**src/rtl/autocorrelation_pitch_candidates_core_macros.svh**
```systemverilog
// ----------------------------------------------------------------------------
// autocorrelation pitch candidates core assertion macros
// concurrent assertion wrappers on clk_i, removable with ASSERT_OFF
// ----------------------------------------------------------------------------
`ifndef AUTOCORRELATION_PITCH_CANDIDATES_CORE_MACROS_SVH
`define AUTOCORRELATION_PITCH_CANDIDATES_CORE_MACROS_SVH
`ifndef ASSERT_OFF
`define ACPC_ASSERT(name, prop, msg) \
  name: assert property (@(posedge clk_i) disable iff (!rst_ni) prop) else $error(msg);
`define ACPC_ASSERT_ALWAYS(name, prop, msg) \
  name: assert property (@(posedge clk_i) prop) else $error(msg);
`else
`define ACPC_ASSERT(name, prop, msg)
`define ACPC_ASSERT_ALWAYS(name, prop, msg)
`endif
`endif

```
**src/rtl/acpc_pkg.sv**
```systemverilog
// ----------------------------------------------------------------------------
// acpc_pkg
// shared constants and types of the autocorrelation pitch candidates core
// ----------------------------------------------------------------------------
`timescale 1ns / 1ps
package acpc_pkg;
  localparam int MAX_FRAME = 1024;
  localparam int FRAME_AW  = $clog2(MAX_FRAME);
  localparam int LEN_W     = FRAME_AW + 1;
  localparam int MIN_LAG   = 30;
  localparam int MAX_LAG   = 400;
  localparam int LAG_COUNT = MAX_LAG - MIN_LAG + 1;
  localparam int LAG_W     = $clog2(MAX_LAG + 1);
  localparam int OFF_W     = $clog2(LAG_COUNT);
  localparam int MAX_CAND  = 8;
  localparam int CNT_W     = $clog2(MAX_CAND + 1);
  localparam int OIDX_W    = $clog2(MAX_CAND);
  localparam int SAMPLE_W  = 16;
  localparam int PROD_W    = 2 * SAMPLE_W;
  localparam int EN_W      = 2 * SAMPLE_W + FRAME_AW - 1;
  localparam int XY_W      = EN_W + 1;
  localparam int ENERGY_W  = 2 * EN_W;
  localparam int K_W       = SAMPLE_W - 1;
  localparam int T2_W      = 2 * K_W;
  localparam int ACC_W     = ENERGY_W + T2_W;
  localparam int SCORE_W   = SAMPLE_W;
  localparam int FREQ_W    = 17;
  localparam int SR_W      = 18;
  localparam int LIM_W     = 4;
  localparam int DVD_W     = SR_W + 4;
  localparam int CFG_W     = 18;
  localparam int CFG_IDX_W = 1;

  localparam logic [CFG_IDX_W-1:0] REG_SAMPLE_RATE = 1'b0;
  localparam logic [CFG_IDX_W-1:0] REG_CAND_LIMIT  = 1'b1;

  localparam logic [SR_W-1:0]  SR_RESET  = 18'd48000;
  localparam logic [LIM_W-1:0] LIM_RESET = 4'd4;

  typedef struct packed {
    logic [LAG_W-1:0]          lag;
    logic signed [SCORE_W-1:0] score;
  } cand_t;

  typedef struct packed {
    logic signed [XY_W-1:0] xy;
    logic [EN_W-1:0]        xx;
    logic [EN_W-1:0]        yy;
  } corr_sums_t;
endpackage

```
**src/rtl/acpc_score.sv**
```systemverilog
// ----------------------------------------------------------------------------
// acpc_score
// normalized score from correlation sums on one shift-add multiply unit
// ----------------------------------------------------------------------------
`timescale 1ns / 1ps
module acpc_score (
  input  logic                              clk_i,
  input  logic                              rst_ni,
  input  logic                              start_i,
  input  acpc_pkg::corr_sums_t              sums_i,
  output logic                              done_o,
  output logic signed [acpc_pkg::SCORE_W-1:0] score_o
);
  localparam logic [2:0] S_IDLE = 3'd0;
  localparam logic [2:0] S_EMUL = 3'd1;
  localparam logic [2:0] S_TMUL = 3'd2;
  localparam logic [2:0] S_KSQ  = 3'd3;
  localparam logic [2:0] S_KMUL = 3'd4;
  localparam logic [2:0] S_DONE = 3'd5;

  logic [2:0]                           state_q, state_d;
  logic [acpc_pkg::ACC_W-1:0]           acc_q, acc_d, mcand_q, mcand_d, target_q, target_d;
  logic [acpc_pkg::EN_W-1:0]            mplier_q, mplier_d, mag_q, mag_d;
  logic [acpc_pkg::ENERGY_W-1:0]        energy_q, energy_d;
  logic [acpc_pkg::K_W-1:0]             k_q, k_d, bit_q, bit_d, trial;
  logic [acpc_pkg::T2_W-1:0]            trial_sq;
  logic                                 neg_q, neg_d;
  logic signed [acpc_pkg::SCORE_W-1:0]  score_q, score_d;
  logic signed [acpc_pkg::XY_W-1:0]     xy_abs;

  assign xy_abs   = sums_i.xy[acpc_pkg::XY_W-1] ? -sums_i.xy : sums_i.xy;
  assign trial    = k_q | bit_q;
  assign trial_sq = trial * trial;

  always_comb begin
    state_d  = state_q;
    acc_d    = acc_q;
    mcand_d  = mcand_q;
    mplier_d = mplier_q;
    target_d = target_q;
    mag_d    = mag_q;
    energy_d = energy_q;
    k_d      = k_q;
    bit_d    = bit_q;
    neg_d    = neg_q;
    score_d  = score_q;
    unique case (state_q)
      S_IDLE: begin
        if (start_i) begin
          if (sums_i.xx == '0 || sums_i.yy == '0) begin
            score_d = '0;
            state_d = S_DONE;
          end else begin
            neg_d    = sums_i.xy[acpc_pkg::XY_W-1];
            mag_d    = acpc_pkg::EN_W'($unsigned(xy_abs));
            acc_d    = '0;
            mcand_d  = acpc_pkg::ACC_W'(sums_i.xx);
            mplier_d = sums_i.yy;
            state_d  = S_EMUL;
          end
        end
      end
      S_EMUL, S_TMUL, S_KMUL: begin
        if (mplier_q == '0) begin
          acc_d = '0;
          case (state_q)
            S_EMUL: begin
              energy_d = acc_q[acpc_pkg::ENERGY_W-1:0];
              mcand_d  = acpc_pkg::ACC_W'(mag_q);
              mplier_d = mag_q;
              state_d  = S_TMUL;
            end
            S_TMUL: begin
              target_d = {acc_q[acpc_pkg::ACC_W-acpc_pkg::T2_W-1:0],
                          {acpc_pkg::T2_W{1'b0}}};
              k_d      = '0;
              bit_d    = {1'b1, {(acpc_pkg::K_W-1){1'b0}}};
              state_d  = S_KSQ;
            end
            default: begin
              if (acc_q <= target_q) begin
                k_d = trial;
              end
              bit_d = bit_q >> 1;
              if (bit_q[0]) begin
                score_d = neg_q ? -$signed({1'b0, k_d}) : $signed({1'b0, k_d});
                state_d = S_DONE;
              end else begin
                state_d = S_KSQ;
              end
            end
          endcase
        end else begin
          if (mplier_q[0]) begin
            acc_d = acc_q + mcand_q;
          end
          mcand_d  = mcand_q << 1;
          mplier_d = mplier_q >> 1;
        end
      end
      S_KSQ: begin
        acc_d    = '0;
        mcand_d  = acpc_pkg::ACC_W'(energy_q);
        mplier_d = acpc_pkg::EN_W'(trial_sq);
        state_d  = S_KMUL;
      end
      S_DONE:  state_d = S_IDLE;
      default: state_d = S_IDLE;
    endcase
  end

  always_ff @(posedge clk_i or negedge rst_ni) begin
    if (!rst_ni) begin
      state_q <= S_IDLE;
    end else begin
      state_q <= state_d;
    end
  end

  always_ff @(posedge clk_i) begin
    acc_q    <= acc_d;
    mcand_q  <= mcand_d;
    mplier_q <= mplier_d;
    target_q <= target_d;
    mag_q    <= mag_d;
    energy_q <= energy_d;
    k_q      <= k_d;
    bit_q    <= bit_d;
    neg_q    <= neg_d;
    score_q  <= score_d;
  end

  assign done_o  = (state_q == S_DONE);
  assign score_o = score_q;
endmodule

```
**config.mk**
```make
export PLATFORM = sky130hd
export DESIGN_NAME = acpc_score
export DESIGN_NICKNAME = d
export VERILOG_FILES = /design/src/rtl/autocorrelation_pitch_candidates_core_macros.svh /design/src/rtl/acpc_pkg.sv /design/src/rtl/acpc_score.sv
export SDC_FILE = /design/constraint.sdc
export NUM_CORES = 2
export LEC_CHECK = 0
export ABC_CLOCK_PERIOD_IN_PS = 10100
export BUFFER_PORTS_ARGS = -buffer_cell sky130_fd_sc_hd__buf_2
export CAP_MARGIN = 20
export CORE_ASPECT_RATIO = 1.5
export CORE_UTILIZATION = 57
export CTS_CLUSTER_SIZE = 40
export DETAILED_ROUTE_END_ITERATION = 10
export PLACE_DENSITY = 0.77
export REMOVE_ABC_BUFFERS = 1
export SYNTH_ARGS = -nofsm -noshare
export SYNTH_HDL_FRONTEND = slang
export SYNTH_SLANG_ARGS = --single-unit
export TNS_END_PERCENT = 5
```
**constraint.sdc**
```tcl
create_clock -name clk_i -period 10.1 [get_ports clk_i]
set_input_delay 2.02 -clock clk_i [delete_from_list [all_inputs] [get_ports clk_i]]
set_output_delay 2.02 -clock clk_i [all_outputs]
set_load 0.05 [all_outputs]
```
# Word-level counts from Yosys, hierarchy flattened
# Cells that the tools add are included.
# Widths: inputs -> output; s select.
[classes]
n_reduce_logical = 17
eq_ne = 13
mul = 1
n_mux = 35
n_lt_le_gt_ge = 1
bitwise = 3
n_addsub = 3
[ops]
columns = ["operator", "n"]
rows = [
  ["$mux 112", 8],
  ["$pmux 112 s3", 2],
  ["$mux 41", 5],
  ["$logic_not 41->1", 3],
  ["$pmux 41 s3", 1],
  ["$add 112x112->112", 1],
  ["$le 112x112->1", 1],
  ["$mux 16", 6],
  ["$mux 15", 4],
  ["$pmux 15 s2", 2],
  ["$neg 41->41", 1],
  ["$pmux 16 s2", 1],
  ["$mul 15x15->30", 1],
  ["$neg 15->16", 1],
  ["$or 15x15->15", 1],
  ["$mux 3", 4],
  ["$ne 2x2->1 const B", 6],
  ["$reduce_and 3->1", 4],
  ["$pmux 3 s3", 1],
  ["$reduce_and 4->1", 2],
  ["$eq 3x2->1 const B", 2],
  ["$eq 3x3->1 const B", 2],
  ["$ne 3x3->1 const B", 2],
  ["$pmux 3 s2", 1],
  ["10 further kinds", 11],
]
[word_totals]
regBits = 520
inputBits = 127
elab_cells = 84

# Depth between registers and ports, before layout
[logic_depth]
word_depth = 11
mapped_depth = 28
mapped_depth_nobuf = 26

# Worst setup path before layout
# Ideal clock, no wire load.
[synth_path]
kind = "register -> register"
start = "register mplier_q[32] (netlist name)"
end = "register mcand_q[0] (netlist name) (enable)"
stages_incl_launch_ff = 8
n_path_buf = 2
synth_period_minus_slack_ns = 10.319
path_slack_ns = -0.219
t_arrival_ns = 9.133
required_ns = 8.914
cell_sequence = "edfxtp_1 -> nor4_1 -> nand4_1 -> nor3_1 -> clkbuf_1 -> buf_1 -> nor3b_1 -> nor2_1"
[synth_via]
elab_chain_len = 3
[synth_rtl]
columns = ["element", "line", "source"]
rows = [
  ["start: declaration", "acpc_score.sv:23", "logic [acpc_pkg::EN_W-1:0] mplier_q, mplier_d, mag_q, mag_d;"],
  ["start signal: assignment", "acpc_score.sv:123", "mplier_q <= mplier_d;"],
  ["$logic_not 41->1", "acpc_score.sv:64", "if (mplier_q == '0) begin"],
  ["$ne 3x3->1 (no line)", "--", ""],
  ["$reduce_and 4->1 (no line)", "--", ""],
  ["end signal: assignment", "acpc_score.sv:122", "mcand_q <= mcand_d;"],
  ["end: declaration", "acpc_score.sv:22", "logic [acpc_pkg::ACC_W-1:0] acc_q, acc_d, mcand_q, mcand_d, target_q, target_d;"],
]
# No other way between the ends.
# A chain may end at the register's enable or synchronous reset.

# Final worst setup path
[layout_path]
start = "register bit_q[2] (netlist name)"
end = "register mplier_q[28] (netlist name), data pin"
[layout_via]
elab_chain_len = 3
[layout_rtl]
columns = ["element", "line", "source"]
rows = [
  ["start: declaration", "acpc_score.sv:25", "logic [acpc_pkg::K_W-1:0] k_q, k_d, bit_q, bit_d, trial;"],
  ["start signal: assignment", "acpc_score.sv:128", "bit_q <= bit_d;"],
  ["$or 15x15->15", "acpc_score.sv:32", "assign trial = k_q | bit_q;"],
  ["$mul 15x15->30", "acpc_score.sv:33", "assign trial_sq = trial * trial;"],
  ["$pmux 41 s3", "acpc_score.sv:47", "unique case (state_q)"],
  ["named net mplier_d (one bit)", "acpc_score.sv:23", ""],
]
# The timed path passes the listed nets, and every way through them passes these cells.

==> impl_results.md <==
* Routed WL per cell at 23.50 um
* Combinational power share at 43.4%
* Register Area at 0.01560 mm^2
* Grt ovf at 0
* H-tree lvl count at 2
* R2r endpoint: mplier_q[28]
* FF-to-FF setup slack at 2.10 ns
* Post-CTS Resized at 0
* Critical path data arrival time at 8.31 ns
* Crit end category: flip-flop
* Io pins at 144
* Area of the multi-input gates at 0.01853 mm^2
* Setup crit start: bit_q[2]
* Final Hold Fails at 0
* Die W at 207.0 um
* Die Height at 309.5 um
* FF-to-FF path depth at 23
* Share of flip-flops with an asynchronous set or reset at 0.5769%
* Sw Share at 40.48%
* Root Buffer: clkbuf_16
* First-pass GRT wire length at 156900 um
* Worst Clk Skew at 0.05013 ns
* RSZ-0062 raised after global routing: no
* Hold_buf cts at 0
* DR vias at 27675
* Synth Flop Type: edfxtp_1
* Syn Inst Count at 3468
* Vias in the first global route at 27931
* CP peak stage delay at 0.58 ns
* Tmin final at 8.000 ns
* Reg clk slew, reported paths at 0.06 ns
* Clk_lat worst skew at 0.65 ns
* Row Count at 112
* Max_slew headroom at 21.17%
* Layout cells sized above 1 at 8.424%
* Psw at 4.120 mW
* YS warnings at 0
* Setup TNS at 0 ns
* Post-CTS Setup Bufs at 0
* Initial antenna violation count at 4
* Initial core utilization at 57.74%
* Final wirelength at 102900 um
* Type of the most critical hold path: reg -> reg
* Most frequent cells in the layout: edfxtp_1, inv_1, nor2_1
* CTS tree: yes
* LEAKAGE at 16.20 nW
* Cell Area, Synth at 0.03592 mm^2
* Post-DRT Antenna Nets at 0
* # setup viols final at 0
* Detailed Routing Iterations Pass 1 at 6
* Worst VDD drop at 0.1757 mV
* CP Capture Point: mplier_q[28]
* Int Pwr at 6.059 mW
* Nets@finish at 4082
* Vias/cell at 6.323
* PwrDens at 260.4 mW/mm^2
* Final worst path period share at 79.21%
* DRC violation total after the first TritonRoute iteration at 2441
* FMAX at 125.0 MHz
* Worst-Margin Slew at 1.182 ns
* Max_cap viols at 0
* Routability congestion estimate at 0.9918
* Synth-to-layout area growth at 8.815%
* Yosys reg bits at 520
* Worst EP required at 10.41 ns
* Longest Clk Path Bufs at 3
* CP Launch Type: flip-flop
* Residual DRC count at 0
* Slew Limit Fails at 0
* Post-synth EDFFs at 517
* Largest net degree at the start of global routing at 87
* Seq pwr share at 36.6%
* RR Startpoint: bit_q[2]
* Commonest non-fill, non-tap cell in the layout: edfxtp_1
* Crit-path cells: or2_2 -> inv_1 -> nor2_1 -> fa_1 -> inv_1 -> fa_1 -> inv_1 -> fa_1 -> fa_1 -> fa_1 -> inv_1 -> fa_1 -> inv_1 -> ha_1 -> a211o_1 -> a211o_1 -> a31o_2 -> a221oi_1 -> o21bai_1 -> or4_1 -> a31oi_1 -> xor2_1 -> o221ai_1
* CORE AREA at 0.06222 mm^2
* CP max stage cell: a221oi_1
* Register area share after synthesis at 43.42%
* Die area at 0.06405 mm^2
* GR Util All Layers at 32.58%
* Status: complete, no violations
* Synth cell types at 74
* Dpl hpwl at 78130 um
* Max FO, Critical Path at 12
* Clk pwr share at 20.0%
* Port Buffers at 143
* Post-Syn Area per Cell at 10.36 um^2
* Fill cells at 5016
* CP most frequent cell: fa_1
* Crit Path Class: reg -> reg
* Clock Sinks at 520
* Hold_ws at 0.5102 ns
* Total CTS buffers at 52
[synth_stat cells (21+ instances only)]
library cell	count	area [um^2]
nor3_1	51	255.2
a22o_1	41	359.1
mux2i_1	46	460.4
edfxtp_1	517	15520
and3_1	21	131.4
fa_1	138	2763
xnor2_1	122	1069
o21ai_0	161	805.8
o21bai_1	36	270.3
and2_1	44	275.3
nor4_1	44	275.3
nor2_1	303	1137
xor2_1	56	490.5
inv_1	345	1295
a22oi_1	45	337.8
ha_1	283	3541
nor2b_1	30	187.7
nand2_1	208	780.8
a21oi_1	293	1466
nand4_1	75	469.2
clkbuf_1	147	551.8
o221ai_1	23	201.4
a21o_1	134	1006
o31ai_1	24	180.2
or2_2	25	156.4
nand3_1	31	155.2
[how the worst min path moves through the flow]
stage	start	endpoint	slack, ns	cells after the start
detailed placement	acc_q[23]	target_q[53]	0.50	0
CTS	energy_q[45]	mcand_q[45]	0.51	1
floorplan	acc_q[30]	energy_q[30]	0.48	0
global route	energy_q[77]	mcand_q[77]	0.54	1
finish	energy_q[45]	mcand_q[45]	0.51	1
global placement	acc_q[23]	target_q[53]	0.51	0
[logic make-up after synthesis]
logic type | Yosys count | share of synthesized area (%)
flops | 520 | 43.42
compound gates | 896 | 16.01
fa+ha+maj | 421 | 17.55
buf+inv | 502 | 5.249
simple gates | 904 | 12.12
xor+xnor | 178 | 4.340
mux | 47 | 1.313
[routing by layer]
metal | track usage (%) | part of all wire, %
met2 | 57.75 | 51
met3 | 4.275 | 6.3
met4 | 23.37 | 8.3
met1 | 35.46 | 34
met5 | 0 | 0
[through the flow]
stage               power, mW  setup WS (ns)  cells  cell area [um^2]  util (%)
floorplan               6.743         -5.795   3313             35340         -
global placement        7.953          2.352   4277             37320     59.98
detailed placement      8.041          2.140   4278             37340     60.01
CTS                     10.09          2.134   4371             39080     62.80
global route            10.72          1.673   4372             39080     62.81
finish                  10.18          2.100   4377             39090     62.83
[sequential cells by signal, indices dropped and copies added, names as in the netlist, 3 cells and up]
| register | count |
|---|---|
| bit_q | 15 |
| mcand_q | 112 |
| mplier_q | 41 |
| energy_q | 82 |
| state_q | 3 |
| score_o | 16 |
| mag_q | 41 |
| acc_q | 112 |
| target_q | 82 |
| k_q | 15 |
[cell type report]
class	count	area share, %
Antenna cell	6	0.03841
Clock buffer	62	3.479
Clock inverter	31	0.9698
Inverter	347	3.332
Multi-Input combinational cell	2446	47.40
Sequential cell	520	39.91
Tap cell	798	2.554
Timing Repair Buffer	167	2.324
[critical path: cells and delay by family, from the launching register on]
kind | cells | cell delay (ns)
compound gates | 7 | 1.99
xor+xnor | 1 | 0.16
fa+ha+maj | 7 | 3.46
buf+inv | 5 | 0.65
flops | 1 | 0.43
simple gates | 3 | 1.02
[power by group through the flow]
stage	Clock [mW]	Sequential, mW	Combinational [mW]
after floorplan	0	3.51	3.24
after global placement	0	3.76	4.20
after detailed placement	0	3.76	4.28
after CTS	2.04	3.72	4.33
after global routing	2.11	3.77	4.84
final	2.03	3.73	4.42
(Power assumes the default switching activity.)
