## config.mk

```make
export PLATFORM = sky130hd
export DESIGN_NAME = acpc_div
export DESIGN_NICKNAME = d
export VERILOG_FILES = /design/src/rtl/autocorrelation_pitch_candidates_core_macros.svh /design/src/rtl/acpc_pkg.sv /design/src/rtl/acpc_div.sv
export SDC_FILE = /design/constraint.sdc
export NUM_CORES = 1
export LEC_CHECK = 0
export BUFFER_PORTS_ARGS = -buffer_cell sky130_fd_sc_hd__buf_4
export CAP_MARGIN = 20
export CORE_AREA = 8 8 122 79
export DETAILED_ROUTE_END_ITERATION = 8
export DIE_AREA = 0 0 130 87
export PLACE_DENSITY = 0.69
export SKIP_CTS_REPAIR_TIMING = 1
export SLEW_MARGIN = 20
export SYNTH_ARGS = -nofsm -noshare
export SYNTH_HDL_FRONTEND = slang
export SYNTH_SLANG_ARGS = --single-unit
```

## constraint.sdc

```tcl
create_clock -name clk_i -period 2.8 [get_ports clk_i]
set_input_delay 0.56 -clock clk_i [delete_from_list [all_inputs] [get_ports clk_i]]
set_output_delay 0.56 -clock clk_i [all_outputs]
set_load 0.01 [all_outputs]
```

## src/rtl/autocorrelation_pitch_candidates_core_macros.svh

```systemverilog
// ----------------------------------------------------------------------------
// autocorrelation pitch candidates core assertion macros
// concurrent assertion wrappers on clk_i, removable with ASSERT_OFF
// ----------------------------------------------------------------------------
`ifndef AUTOCORRELATION_PITCH_CANDIDATES_CORE_MACROS_SVH
`define AUTOCORRELATION_PITCH_CANDIDATES_CORE_MACROS_SVH
`ifndef ASSERT_OFF
`define ACPC_ASSERT(name, prop, msg) \
  name: assert property (@(posedge clk_i) disable iff (!rst_ni) prop) else $error(msg);
`define ACPC_ASSERT_ALWAYS(name, prop, msg) \
  name: assert property (@(posedge clk_i) prop) else $error(msg);
`else
`define ACPC_ASSERT(name, prop, msg)
`define ACPC_ASSERT_ALWAYS(name, prop, msg)
`endif
`endif

```

## src/rtl/acpc_pkg.sv

```systemverilog
// ----------------------------------------------------------------------------
// acpc_pkg
// shared constants and types of the autocorrelation pitch candidates core
// ----------------------------------------------------------------------------
`timescale 1ns / 1ps
package acpc_pkg;
  localparam int MAX_FRAME = 1024;
  localparam int FRAME_AW  = $clog2(MAX_FRAME);
  localparam int LEN_W     = FRAME_AW + 1;
  localparam int MIN_LAG   = 30;
  localparam int MAX_LAG   = 400;
  localparam int LAG_COUNT = MAX_LAG - MIN_LAG + 1;
  localparam int LAG_W     = $clog2(MAX_LAG + 1);
  localparam int OFF_W     = $clog2(LAG_COUNT);
  localparam int MAX_CAND  = 8;
  localparam int CNT_W     = $clog2(MAX_CAND + 1);
  localparam int OIDX_W    = $clog2(MAX_CAND);
  localparam int SAMPLE_W  = 16;
  localparam int PROD_W    = 2 * SAMPLE_W;
  localparam int EN_W      = 2 * SAMPLE_W + FRAME_AW - 1;
  localparam int XY_W      = EN_W + 1;
  localparam int ENERGY_W  = 2 * EN_W;
  localparam int K_W       = SAMPLE_W - 1;
  localparam int T2_W      = 2 * K_W;
  localparam int ACC_W     = ENERGY_W + T2_W;
  localparam int SCORE_W   = SAMPLE_W;
  localparam int FREQ_W    = 17;
  localparam int SR_W      = 18;
  localparam int LIM_W     = 4;
  localparam int DVD_W     = SR_W + 4;
  localparam int CFG_W     = 18;
  localparam int CFG_IDX_W = 1;

  localparam logic [CFG_IDX_W-1:0] REG_SAMPLE_RATE = 1'b0;
  localparam logic [CFG_IDX_W-1:0] REG_CAND_LIMIT  = 1'b1;

  localparam logic [SR_W-1:0]  SR_RESET  = 18'd48000;
  localparam logic [LIM_W-1:0] LIM_RESET = 4'd4;

  typedef struct packed {
    logic [LAG_W-1:0]          lag;
    logic signed [SCORE_W-1:0] score;
  } cand_t;

  typedef struct packed {
    logic signed [XY_W-1:0] xy;
    logic [EN_W-1:0]        xx;
    logic [EN_W-1:0]        yy;
  } corr_sums_t;
endpackage

```

## src/rtl/acpc_div.sv

```systemverilog
// ----------------------------------------------------------------------------
// acpc_div
// restoring divider, one quotient bit per cycle, saturated frequency result
// ----------------------------------------------------------------------------
`timescale 1ns / 1ps
module acpc_div (
  input  logic                          clk_i,
  input  logic                          rst_ni,
  input  logic                          start_i,
  input  logic [acpc_pkg::DVD_W-1:0]    dividend_i,
  input  logic [acpc_pkg::LAG_W-1:0]    divisor_i,
  output logic                          done_o,
  output logic [acpc_pkg::FREQ_W-1:0]   quot_o
);
  localparam int CNT_BITS = $clog2(acpc_pkg::DVD_W + 1);

  logic [CNT_BITS-1:0]             cnt_q;
  logic                            done_q;
  logic [acpc_pkg::DVD_W-1:0]      dvd_q, q_q, q_next;
  logic [acpc_pkg::LAG_W-1:0]      div_q, rem_q;
  logic [acpc_pkg::LAG_W:0]        rem2, rem_sub;
  logic                            ge;
  logic [acpc_pkg::FREQ_W-1:0]     quot_q;

  assign rem2    = {rem_q, dvd_q[acpc_pkg::DVD_W-1]};
  assign ge      = rem2 >= {1'b0, div_q};
  assign rem_sub = rem2 - {1'b0, div_q};
  assign q_next  = {q_q[acpc_pkg::DVD_W-2:0], ge};

  always_ff @(posedge clk_i or negedge rst_ni) begin
    if (!rst_ni) begin
      cnt_q  <= '0;
      done_q <= 1'b0;
    end else begin
      done_q <= 1'b0;
      if (start_i) begin
        cnt_q <= CNT_BITS'(acpc_pkg::DVD_W);
      end else if (cnt_q != '0) begin
        cnt_q <= cnt_q - CNT_BITS'(1);
        if (cnt_q == CNT_BITS'(1)) begin
          done_q <= 1'b1;
        end
      end
    end
  end

  always_ff @(posedge clk_i) begin
    if (start_i) begin
      dvd_q <= dividend_i;
      div_q <= divisor_i;
      rem_q <= '0;
      q_q   <= '0;
    end else if (cnt_q != '0) begin
      dvd_q <= dvd_q << 1;
      rem_q <= ge ? rem_sub[acpc_pkg::LAG_W-1:0] : rem2[acpc_pkg::LAG_W-1:0];
      q_q   <= q_next;
      if (cnt_q == CNT_BITS'(1)) begin
        quot_q <= (|q_next[acpc_pkg::DVD_W-1:acpc_pkg::FREQ_W]) ? '1
                                                              : q_next[acpc_pkg::FREQ_W-1:0];
      end
    end
  end

  assign done_o = done_q;
  assign quot_o = quot_q;
endmodule

```

Word-level counts from Yosys, hierarchy flattened

Cells that the tools add are included.

Word-level logic and storage cells: 24
Input port bits: 34
Output and inout bits: 18
Bits in registers: 84

Mux-type cells: 8
$add $sub $neg: 2
$lt $le $gt $ge: 1
Equality and inequality tests: 1
Reductions and logical operators: 4
Bitwise logic cells: 1

Operator list:

| kind                                                               | number |
|---|---|
| 22-bit two-way mux                                                 | 2 |
| 10-bit by 9-bit greater-or-equal comparator with 1-bit output      | 1 |
| 5-bit two-way mux                                                  | 2 |
| 9-bit two-way mux                                                  | 1 |
| 9-bit subtractor                                                   | 1 |
| 5-bit by 1-bit == test with 1-bit output, second input constant    | 1 |
| 5-bit nonzero test                                                 | 1 |
| 5-bit OR reduction                                                 | 1 |
| 5-bit by 1-bit subtractor with 5-bit output, second input constant | 1 |
| 1-bit two-way mux                                                  | 3 |
| 3-bit AND reduction                                                | 1 |
| 2-bit nonzero test                                                 | 1 |
| 1-bit NOT                                                          | 1 |

Depth between registers and ports, before layout

Gate-level depths: netlist of the first run.

Word-level depth: 4
Depth in mapped cells: 10
Depth with buffers taken out: 9

Least setup slack after synthesis of the first run

Ideal clock, no wire load.

Path type: in2reg
Start point: input start_i
End point: register quot_q (netlist bit quot_o[0]) (enable)
Stages on the path: 3
Buffers on the path: 2
Data arrival time: 2.253 ns
Library setup time: 0.413 ns
Setup slack: 0.134 ns
Data required time: 2.387 ns
Cells stage by stage: clkbuf_1 -> clkbuf_1 -> nor3_1

Word-level cells in the longest chain between the ends: 2

Ends and longest elaborated chain:

| element                              | line           | RTL |
|---|---|---|
| start: declaration                   | acpc_div.sv:9  | `input logic start_i,` |
| 1-bit NOT (no source line)           | n/a            |  |
| 3-bit AND reduction (no source line) | n/a            |  |
| end signal: assignment               | acpc_div.sv:58 | `quot_q <= (\|q_next[acpc_pkg::DVD_W-1:acpc_pkg::FREQ_W]) ? '1` |
| end: declaration                     | acpc_div.sv:23 | `logic [acpc_pkg::FREQ_W-1:0] quot_q;` |

Every way passes these cells.
A chain may end at the register's enable or synchronous reset.

Worst setup path in the final report of the first run

Start point: register dvd_q[21] in the netlist's numbering
End point: register rem_q[2] in the netlist's numbering

Word-level cells in the longest chain between the ends: 2
Elaborated cells between the ends (all ways): 3
Classes of those cells: add/sub: 1; order compare: 1; mux: 1

Ends and longest elaborated chain:

| element                                                                                                  | line                           | RTL |
|---|---|---|
| start: declaration                                                                                       | acpc_div.sv:19                 | `logic [acpc_pkg::DVD_W-1:0] dvd_q, q_q, q_next;` |
| start signal: assignment                                                                                 | acpc_div.sv:49                 | `dvd_q <= dividend_i;` |
| start signal: assignment                                                                                 | acpc_div.sv:54                 | `dvd_q <= dvd_q << 1;` |
| 9-bit subtractor / 10-bit by 9-bit greater-or-equal comparator with 1-bit output (equally long branches) | acpc_div.sv:27, acpc_div.sv:26 |  |
| 9-bit two-way mux (*)                                                                                    | acpc_div.sv:55                 | `rem_q <= ge ? rem_sub[acpc_pkg::LAG_W-1:0] : rem2[acpc_pkg::LAG_W-1:0];` |
| end signal: assignment                                                                                   | acpc_div.sv:55                 |  |
| end: declaration                                                                                         | acpc_div.sv:20                 | `logic [acpc_pkg::LAG_W-1:0] div_q, rem_q;` |

Mark *: on every way between the ends. The rest lies on a longest branch, timed or not.

==> flow_summary.json, run 1 <==
{
  "track_usage": 0.138,
  "die-area_mm2": 0.0113,
  "grt_pass1_vias": 2523,
  "timing.critical_path.slowest_cell_delay_ns": 0.42,
  "grt_max_degree": 40,
  "cp_data_required_time_ns": 3.03,
  "antennaDiodeCount": 0,
  "synthArstFlopShare": 0.0714,
  "end_kind": "flop",
  "ys_warn_count": 0,
  "final_util": 0.569,
  "yosys.area_share.simple": 0.137,
  "powerDensity_mw_per_mm2": 782,
  "report.final.slew_viol_count": 0,
  "finalSetupViolCount": 0,
  "ys_ff_latch": 84,
  "regArea_mm2": 0.00219,
  "tns_ns": 0,
  "initial_core_util": 0.465,
  "fin_area_mm2": 0.00457,
  "yosys_most_used_dff": "edfxtp_1",
  "syn_avg_cell_area_um2": 11.5,
  "cts_htree_levels": 3,
  "fillers": 696,
  "cts_buffers": 9,
  "power.switching_mw": 0.984,
  "min_period_ns": 2.51,
  "drt_iter0_markers": 236,
  "cp_cell_sequence": "inv_1 -> ha_1 -> inv_1 -> fa_1 -> a21oi_1 -> o211ai_1 -> a2111oi_4 -> buf_4 -> nor4_1 -> a311o_1",
  "cts_tree": "done",
  "max_freq_mhz": 399,
  "switching_share": 0.275,
  "path_class": "reg -> reg",
  "crit_slowest_cell": "fa_1",
  "cp_num_buf_inv": 3,
  "syn_to_final_growth_pct": 22.4,
  "gr-total-overflow": 0,
  "place_ws_ns": 0.297,
  "synth_nets": 372,
  "synth-xor-area-share": 0.0164,
  "worstHoldPathType": "in -> async",
  "layout.cells.non_filler": 495,
  "dp_hpwl_um": 4790,
  "die_y_um": 87,
  "cp_max_fo": 16,
  "outcome": "finished, final reports clean",
  "synth_fa_ha_area_frac": 0.0456,
  "skew_ns": 0.00769,
  "ir_worst_vdd_uv": 417,
  "pwr-share-seq": 0.423,
  "core_region_area_mm2": 0.00804,
  "rsz0062_at_grt": "false",
  "drt.antenna.violating_nets": 0,
  "cts_buffer_depth": 2,
  "netlist_area_mm2": 0.00373,
  "start_kind": "flop",
  "multi_input_area_mm2": 0.00143,
  "routed_wl_um": 7220,
  "dpl-instance-area_mm2": 0.00425,
  "via_per_inst": 5.17,
  "place_inst": 479,
  "combPwrFrac": 0.224,
  "gp_congestion": 0.829,
  "synth_edf_count": 48,
  "clk_latency_ns": 0.34,
  "top_level_ports": 52,
  "muxShareOfSynthArea": 0.0740,
  "max-slew-margin-rel": 0.587,
  "cts.clk_slew.worst_paths_ns": 0.06,
  "critical_path_arrival_ns": 2.73,
  "drc_errors": 0,
  "seq_area_frac_synth": 0.587,
  "wire_per_inst_um": 14.6,
  "tightestPinTransition_ns": 0.617,
  "leakage_nw": 1.89,
  "crit_top_cell": "inv_1",
  "setup_ws_ns": 0.292,
  "hold_viol": 0,
  "drt_first_pass_iters": 4,
  "syn_inst": 325,
  "clock_sinks": 84,
  "synth_top_family_by_area": "simple AND/OR/NAND/NOR gates",
  "num_rows": 26,
  "drive_gt1_frac": 0.258,
  "die_w_um": 130,
  "max-cap-violations": 0,
  "pwr-share-clk": 0.353,
  "io_buffers": 51,
  "synth_cell_type_count": 45,
  "vias": 2561,
  "path_delay_family": "compound AO/OA/AOI/OAI gates",
  "internal-power_mw": 2.59,
  "min_period_over_period": 0.896,
  "antenna_found_initial": 0,
  "synth_compound_area_frac": 0.107,
  "cts_root_buf": "clkbuf_16",
  "layout.nets": 425,
  "grt_pass1_wl_um": 12100
}
[sequential cells by signal, indices dropped and copies added (netlist names)]
| name | count |
|---|---|
| dvd_q | 22 |
| q_q | 21 |
| quot_o | 17 |
| div_q | 9 |
| rem_q | 9 |
| cnt_q | 5 |
| done_o | 1 |
[cell families after synthesis]
logic type | after synthesis
simple gates | 106
buf+inv | 31
flops | 84
mux | 25
compound gates | 59
fa+ha+maj | 13
xor+xnor | 7
[layout make-up]
cell class	instances	area share
tap	112	0.0307
sequential	84	0.479
clock buffer	10	0.0501
inverter	15	0.0123
multi-input combinational	210	0.313
timing repair buffer	58	0.0952
clock inverter	6	0.0194
[metal layers]
layer | wire, um | part of all wire | vias to the layer above | global-route usage
met5 | 0 | 0 | - | 0
met3 | 557 | 0.077 | 8 | 0.0715
met1 | 3470 | 0.48 | 1222 | 0.171
li1 | - | - | 1283 | -
met4 | 66 | 0.0091 | 0 | 0.0461
met2 | 3120 | 0.43 | 48 | 0.204
[path summary, 6_finish.rpt]
check	start	end	slack, ns	depth (start not counted)
min in group clk_i	divisor_i[8]	div_q[8]	0.39	1
max in group asynchronous	rst_ni	cnt_q[3]	2.66	1
hold / removal	rst_ni	cnt_q[4]	0.01	1
setup / recovery	dvd_q[21]	rem_q[2]	0.29	10
setup reg to reg	dvd_q[21]	rem_q[2]	0.29	10
hold reg to reg	q_q[20]	q_q[20]	0.46	2
[cell usage after synthesis (3+ instances only)]
cell type | n | share of area
mux2i_1 | 4 | 0.011
nor2b_1 | 4 | 0.0067
inv_1 | 15 | 0.015
nor2_1 | 14 | 0.014
dfxtp_1 | 30 | 0.16
nand2_1 | 50 | 0.050
nor3_1 | 3 | 0.0040
dfrtp_1 | 6 | 0.040
ha_1 | 12 | 0.040
edfxtp_1 | 48 | 0.39
nand2b_1 | 3 | 0.0050
a211oi_1 | 7 | 0.014
or3_1 | 16 | 0.027
xnor2_1 | 3 | 0.0070
a21oi_1 | 29 | 0.039
mux2_2 | 21 | 0.063
nand3b_1 | 3 | 0.0060
o21ai_0 | 6 | 0.0080
xor2_1 | 4 | 0.0094
clkbuf_1 | 13 | 0.013
[placed cells by master, fill, tap and decap left out, types with 4 or more instances in the layout]
master	instances
edfxtp_1	48
clkbuf_16	9
buf_4	58
a211oi_1	7
mux2_2	21
mux2i_1	4
nor2b_1	4
dfrtp_1	6
o21ai_0	6
nor2_1	14
xor2_1	4
or3_1	16
nand2_1	50
a21oi_1	29
ha_1	12
inv_1	15
dfxtp_1	30
[stage by stage]
| stage | hold WS, ns | total power [mW] |
|---|---|---|
| floorplan | 0.264 | 2.15 |
| global placement | 0.376 | 2.31 |
| detailed placement | 0.379 | 2.33 |
| CTS | 0.00810 | 3.60 |
| global route | 0.00476 | 3.77 |
| finish | 0.0132 | 3.57 |
[worst reg2reg max path, delay by kind of cell (launching register included)]
family,cells,cell delay [ns]
buffers and inverters,3,0.41
AND/OR/NAND/NOR,1,0.08
flip-flops,1,0.38
AO/OA/AOI/OAI,4,0.93
adder cells (fa/ha/maj),2,0.60
[power by group through the flow]
stage / registers [mW] / logic [mW] / clock network [mW]
after CTS: 1.51 / 0.799 / 1.29
final: 1.51 / 0.800 / 1.26
after detailed placement: 1.54 / 0.794 / 0
after global placement: 1.53 / 0.778 / 0
after floorplan: 1.51 / 0.637 / 0
after global routing: 1.53 / 0.899 / 1.34
Note: power is estimated with default switching activity, not from simulation.
==> run 2: changes to the inputs <==
==> constraint.sdc (replaced) <==
create_clock -name clk_i -period 2.8 [get_ports clk_i]
set_input_delay 0.14 -clock clk_i [delete_from_list [all_inputs] [get_ports clk_i]]
set_output_delay 0.14 -clock clk_i [all_outputs]
set_load 0.01 [all_outputs]
==> run 2 against run 1 <==
Routed wire length fell by 1.6%. Design area rose by 1.0%. Critical path type unchanged. Worst setup slack improved by 0.0029 ns. Non-clock buffer count rose by 10. Total power fell by 5.6%. Largest cell class unchanged. Sequential share of layout area fell by 0.49 points. Clock-buffer cell count rose by 3. Combinational power barely moved. First-iteration DRC count rose by 8.5%. Critical path depth did not move. Global-route usage fell by 0.44 points. Via count rose by 0.66%. Largest power group unchanged.
==> flow_summary.json, run 2 (synthesis results as in run 1) <==
{
  "outcome": "finished, final reports clean",
  "tns_ns": 0,
  "top_level_ports": 52,
  "track_usage": 0.134,
  "start_kind": "flop",
  "cts_tree": "done",
  "grt_pass1_vias": 2476,
  "most-common-layout-cells": "buf_4, nand2_1, edfxtp_1",
  "hold_viol": 0,
  "max_freq_mhz": 399,
  "drt_first_pass_iters": 4,
  "cts_root_buf": "clkbuf_16",
  "layout.cells.non_filler": 505,
  "io_buffers": 51,
  "largest_register_ffs": 22,
  "path_delay_family": "compound AO/OA/AOI/OAI gates",
  "die-area_mm2": 0.0113,
  "r2r-start": "dvd_q[21]",
  "rsz0062_at_grt": "false",
  "drt.antenna.violating_nets": 0,
  "rr_worst_depth": 10,
  "antennaDiodeCount": 0,
  "vias": 2578,
  "syn_to_final_growth_pct": 23.7,
  "grt_pass1_wl_um": 12000,
  "finalSetupViolCount": 0,
  "max-cap-violations": 0,
  "cts_buffer_depth": 2,
  "end_kind": "flop",
  "leakage_nw": 1.91,
  "hold_end": "dvd_q[0]",
  "antenna_found_initial": 0,
  "cp_data_required_time_ns": 3.01,
  "ir_worst_vdd_uv": 396,
  "report.final.slew_viol_count": 0,
  "fin_hold_ws_ns": 0.0949,
  "hp-start": "dividend_i[0]",
  "clock_sinks": 84,
  "path_class": "reg -> reg",
  "worstHoldPathCells": 2,
  "powerDensity_mw_per_mm2": 731,
  "timing.critical_path.slowest_cell_delay_ns": 0.42,
  "cp_cell_sequence": "inv_1 -> ha_1 -> inv_1 -> fa_1 -> a21oi_1 -> o211ai_1 -> a2111oi_4 -> buf_4 -> nor4_1 -> a311o_1",
  "min_period_over_period": 0.895,
  "drive_gt1_frac": 0.249,
  "place_inst": 479,
  "drt_iter0_markers": 256,
  "crit_top_cell": "inv_1",
  "max-slew-margin-rel": 0.613,
  "grt_max_degree": 49,
  "gr-total-overflow": 0,
  "initial_core_util": 0.465,
  "skew_ns": 0.00338,
  "clk_latency_ns": 0.33,
  "tightestPinTransition_ns": 0.579,
  "cp_num_buf_inv": 3,
  "rrSetupSlack_ns": 0.29,
  "regMostFlops": "dvd_q",
  "layout.nets": 435,
  "reg2reg_to": "rem_q[2]",
  "critical_path_arrival_ns": 2.72,
  "die_y_um": 87,
  "cts_htree_levels": 3,
  "dp_hpwl_um": 4830,
  "die_w_um": 130,
  "cp_max_fo": 16,
  "fin_total_pwr_mw": 3.38,
  "cts.clk_slew.worst_paths_ns": 0.06,
  "drc_errors": 0,
  "crit_slowest_cell": "fa_1",
  "wire_per_inst_um": 14.1,
  "num_rows": 26,
  "core_region_area_mm2": 0.00804,
  "routed_wl_um": 7100,
  "worstHoldPathType": "in -> reg",
  "cts_buffers": 9,
  "gp_congestion": 0.786,
  "via_per_inst": 5.10,
  "mostFrequentLayoutCell": "buf_4",
  "min_period_ns": 2.51
}
[run 2: changes by cell type in the layout (fill, tap and decap cells not counted), sizes merged]
cell and change:
clkinvlp -1, clkbuf +3, dlygate4sd3 +10, bufinv -2
[run 2: worst max path at each step]
stage | startpoint | to | slack (ns) | cells past startpoint
after floorplan | cnt_q[0] | dvd_q[0] | 0.28 | 5
after global routing | dvd_q[21] | rem_q[2] | 0.16 | 10
after global placement | dvd_q[21] | rem_q[2] | 0.39 | 10
after detailed placement | dvd_q[21] | rem_q[2] | 0.32 | 10
after CTS | dvd_q[21] | rem_q[2] | 0.31 | 10
final | dvd_q[21] | rem_q[2] | 0.29 | 10
[run 2: per-stage QoR]
step / area (um2) / utilization / worst slack (ns)
3_5_place_dp: 4250 / 0.529 / 0.319
5_1_grt: 4620 / 0.575 / 0.156
2_1_floorplan: 3730 / - / 0.276
4_1_cts: 4520 / 0.562 / 0.306
6_report: 4620 / 0.575 / 0.294
3_3_place_gp: 4250 / 0.529 / 0.385
[run 2: power breakdown]
| group | internal [mW] | total [mW] | switching (mW) |
|---|---|---|---|
| Combinational | 0.388 | 0.800 | 0.412 |
| Clock | 0.621 | 1.06 | 0.442 |
| Sequential | 1.43 | 1.51 | 0.0806 |
| Total | 2.44 | 3.38 | 0.935 |
[run 2: layout make-up]
cell class                 count  area (um2)
clock buffer                  13         250
clock inverter                 3        15.0
fill                         691        3420
inverter                      15        56.3
multi-input combinational    210        1430
sequential                    84        2190
tap                          112         140
timing repair buffer          68         536
[run 2: metal layers]
layer | GRT usage | share of wire | up-vias
met5 | 0 | 0 | -
met4 | 0.0440 | 0.011 | 0
met3 | 0.0593 | 0.079 | 8
met2 | 0.190 | 0.42 | 56
met1 | 0.178 | 0.49 | 1208
li1 | - | - | 1306
==> run 3: changes to the inputs <==
CORE_AREA = 8 8 147 94   (was 8 8 122 79)
DIE_AREA = 0 0 155 102   (was 0 0 130 87)
PLACE_DENSITY = unset   (was 0.69)
clock period = 2.95 ns   (was 2.8 ns; I/O delays follow)
==> run 3 against run 2 <==
Via count up 1.1%. Highest routed layer unchanged. Critical endpoint unchanged. Worst hold slack improved by 0.0070 ns. Critical path depth did not move.
==> flow_summary.json, run 3 (synthesis results as in run 1) <==
{
  "outcome": "finished, final reports clean",
  "die_y_um": 102,
  "crit_top_cell": "inv_1",
  "min_period_over_period": 0.871,
  "r2r-start": "dvd_q[21]",
  "via_per_inst": 4.68,
  "initial_core_util": 0.320,
  "worstHoldPathType": "in -> reg",
  "path_delay_family": "compound AO/OA/AOI/OAI gates",
  "grt_pass1_wl_um": 12800,
  "report.final.slew_viol_count": 0,
  "cts_root_buf": "clkbuf_16",
  "critical_path_arrival_ns": 2.79,
  "hold_end": "dvd_q[0]",
  "most-common-layout-cells": "buf_4, nand2_1, edfxtp_1",
  "track_usage": 0.101,
  "io_buffers": 51,
  "tightestPinTransition_ns": 0.754,
  "drc_errors": 0,
  "dp_hpwl_um": 5190,
  "gp_congestion": 0.816,
  "drt_iter0_markers": 144,
  "layout.nets": 434,
  "min_period_ns": 2.57,
  "fin_hold_ws_ns": 0.102,
  "clock_sinks": 84,
  "hp-start": "dividend_i[0]",
  "num_rows": 31,
  "drt.antenna.violating_nets": 0,
  "start_kind": "flop",
  "rr_worst_depth": 10,
  "tns_ns": 0,
  "leakage_nw": 1.93,
  "skew_ns": 0.0112,
  "drt_first_pass_iters": 4,
  "rrSetupSlack_ns": 0.38,
  "worstHoldPathCells": 2,
  "hold_viol": 0,
  "max_freq_mhz": 389,
  "vias": 2606,
  "grt_max_degree": 67,
  "largest_register_ffs": 22,
  "mostFrequentLayoutCell": "buf_4",
  "wire_per_inst_um": 13.8,
  "path_class": "reg -> reg",
  "cts.clk_slew.worst_paths_ns": 0.06,
  "cts_buffer_depth": 2,
  "die-area_mm2": 0.0158,
  "crit_slowest_cell": "fa_1",
  "antenna_found_initial": 0,
  "drive_gt1_frac": 0.255,
  "routed_wl_um": 7660,
  "antennaDiodeCount": 0,
  "grt_pass1_vias": 2619,
  "regMostFlops": "dvd_q",
  "clk_latency_ns": 0.34,
  "cp_cell_sequence": "inv_1 -> ha_1 -> inv_1 -> fa_1 -> a21oi_1 -> o211ai_1 -> a2111oi_4 -> buf_4 -> nor4_1 -> a311o_1",
  "cts_htree_levels": 3,
  "end_kind": "flop",
  "finalSetupViolCount": 0,
  "syn_to_final_growth_pct": 26.6,
  "fin_total_pwr_mw": 3.39,
  "core_region_area_mm2": 0.0117,
  "reg2reg_to": "rem_q[2]",
  "cp_max_fo": 16,
  "die_w_um": 155,
  "cts_buffers": 9,
  "max-slew-margin-rel": 0.497,
  "powerDensity_mw_per_mm2": 717,
  "rsz0062_at_grt": "false",
  "cp_data_required_time_ns": 3.17,
  "top_level_ports": 52,
  "cts_tree": "done",
  "gr-total-overflow": 0,
  "max-cap-violations": 0,
  "ir_worst_vdd_uv": 346,
  "cp_num_buf_inv": 3,
  "timing.critical_path.slowest_cell_delay_ns": 0.42
}
-- run 3: worst max-delay path by stage --
stage	cells after the start	startpoint	endpoint
floorplan	5	cnt_q[0]	dvd_q[0]
global placement	10	dvd_q[21]	rem_q[2]
global route	10	dvd_q[21]	rem_q[2]
finish	10	dvd_q[21]	rem_q[2]
CTS	10	dvd_q[21]	rem_q[2]
detailed placement	10	dvd_q[21]	rem_q[2]
-- run 3: final cells by class --
type	count	area (um2)
fill	1100	6950
sequential	84	2190
multi-input combinational	210	1430
timing repair buffer	67	528
clock buffer	9	225
tap	165	206
clock inverter	7	91.3
inverter	15	56.3
-- run 3: per-layer routing --
metal,wire length [um],GRT usage
met5,0,0
met4,41,0.0345
met3,603,0.0486
met2,3220,0.150
met1,3800,0.127
-- run 3: through the flow --
step | cells | cell area, um2 | utilization | worst slack, ns
floorplan | 325 | 3730 | - | 0.426
global route | 557 | 4730 | 0.405 | 0.229
finish | 557 | 4730 | 0.405 | 0.379
global placement | 531 | 4310 | 0.369 | 0.516
detailed placement | 531 | 4310 | 0.369 | 0.420
CTS | 547 | 4630 | 0.397 | 0.375
-- run 3: power breakdown --
group | internal [mW] | switching (mW)
registers | 1.36 | 0.0771
logic | 0.369 | 0.416
clock network | 0.678 | 0.494
-- run 3: worst register-to-register path, stage by stage, from the launching register on --
cell	delay, ns
edfxtp_1	0.39
inv_1	0.08
ha_1	0.18
inv_1	0.06
fa_1	0.42
a21oi_1	0.18
o211ai_1	0.15
a2111oi_4	0.31
buf_4	0.27
nor4_1	0.08
a311o_1	0.34
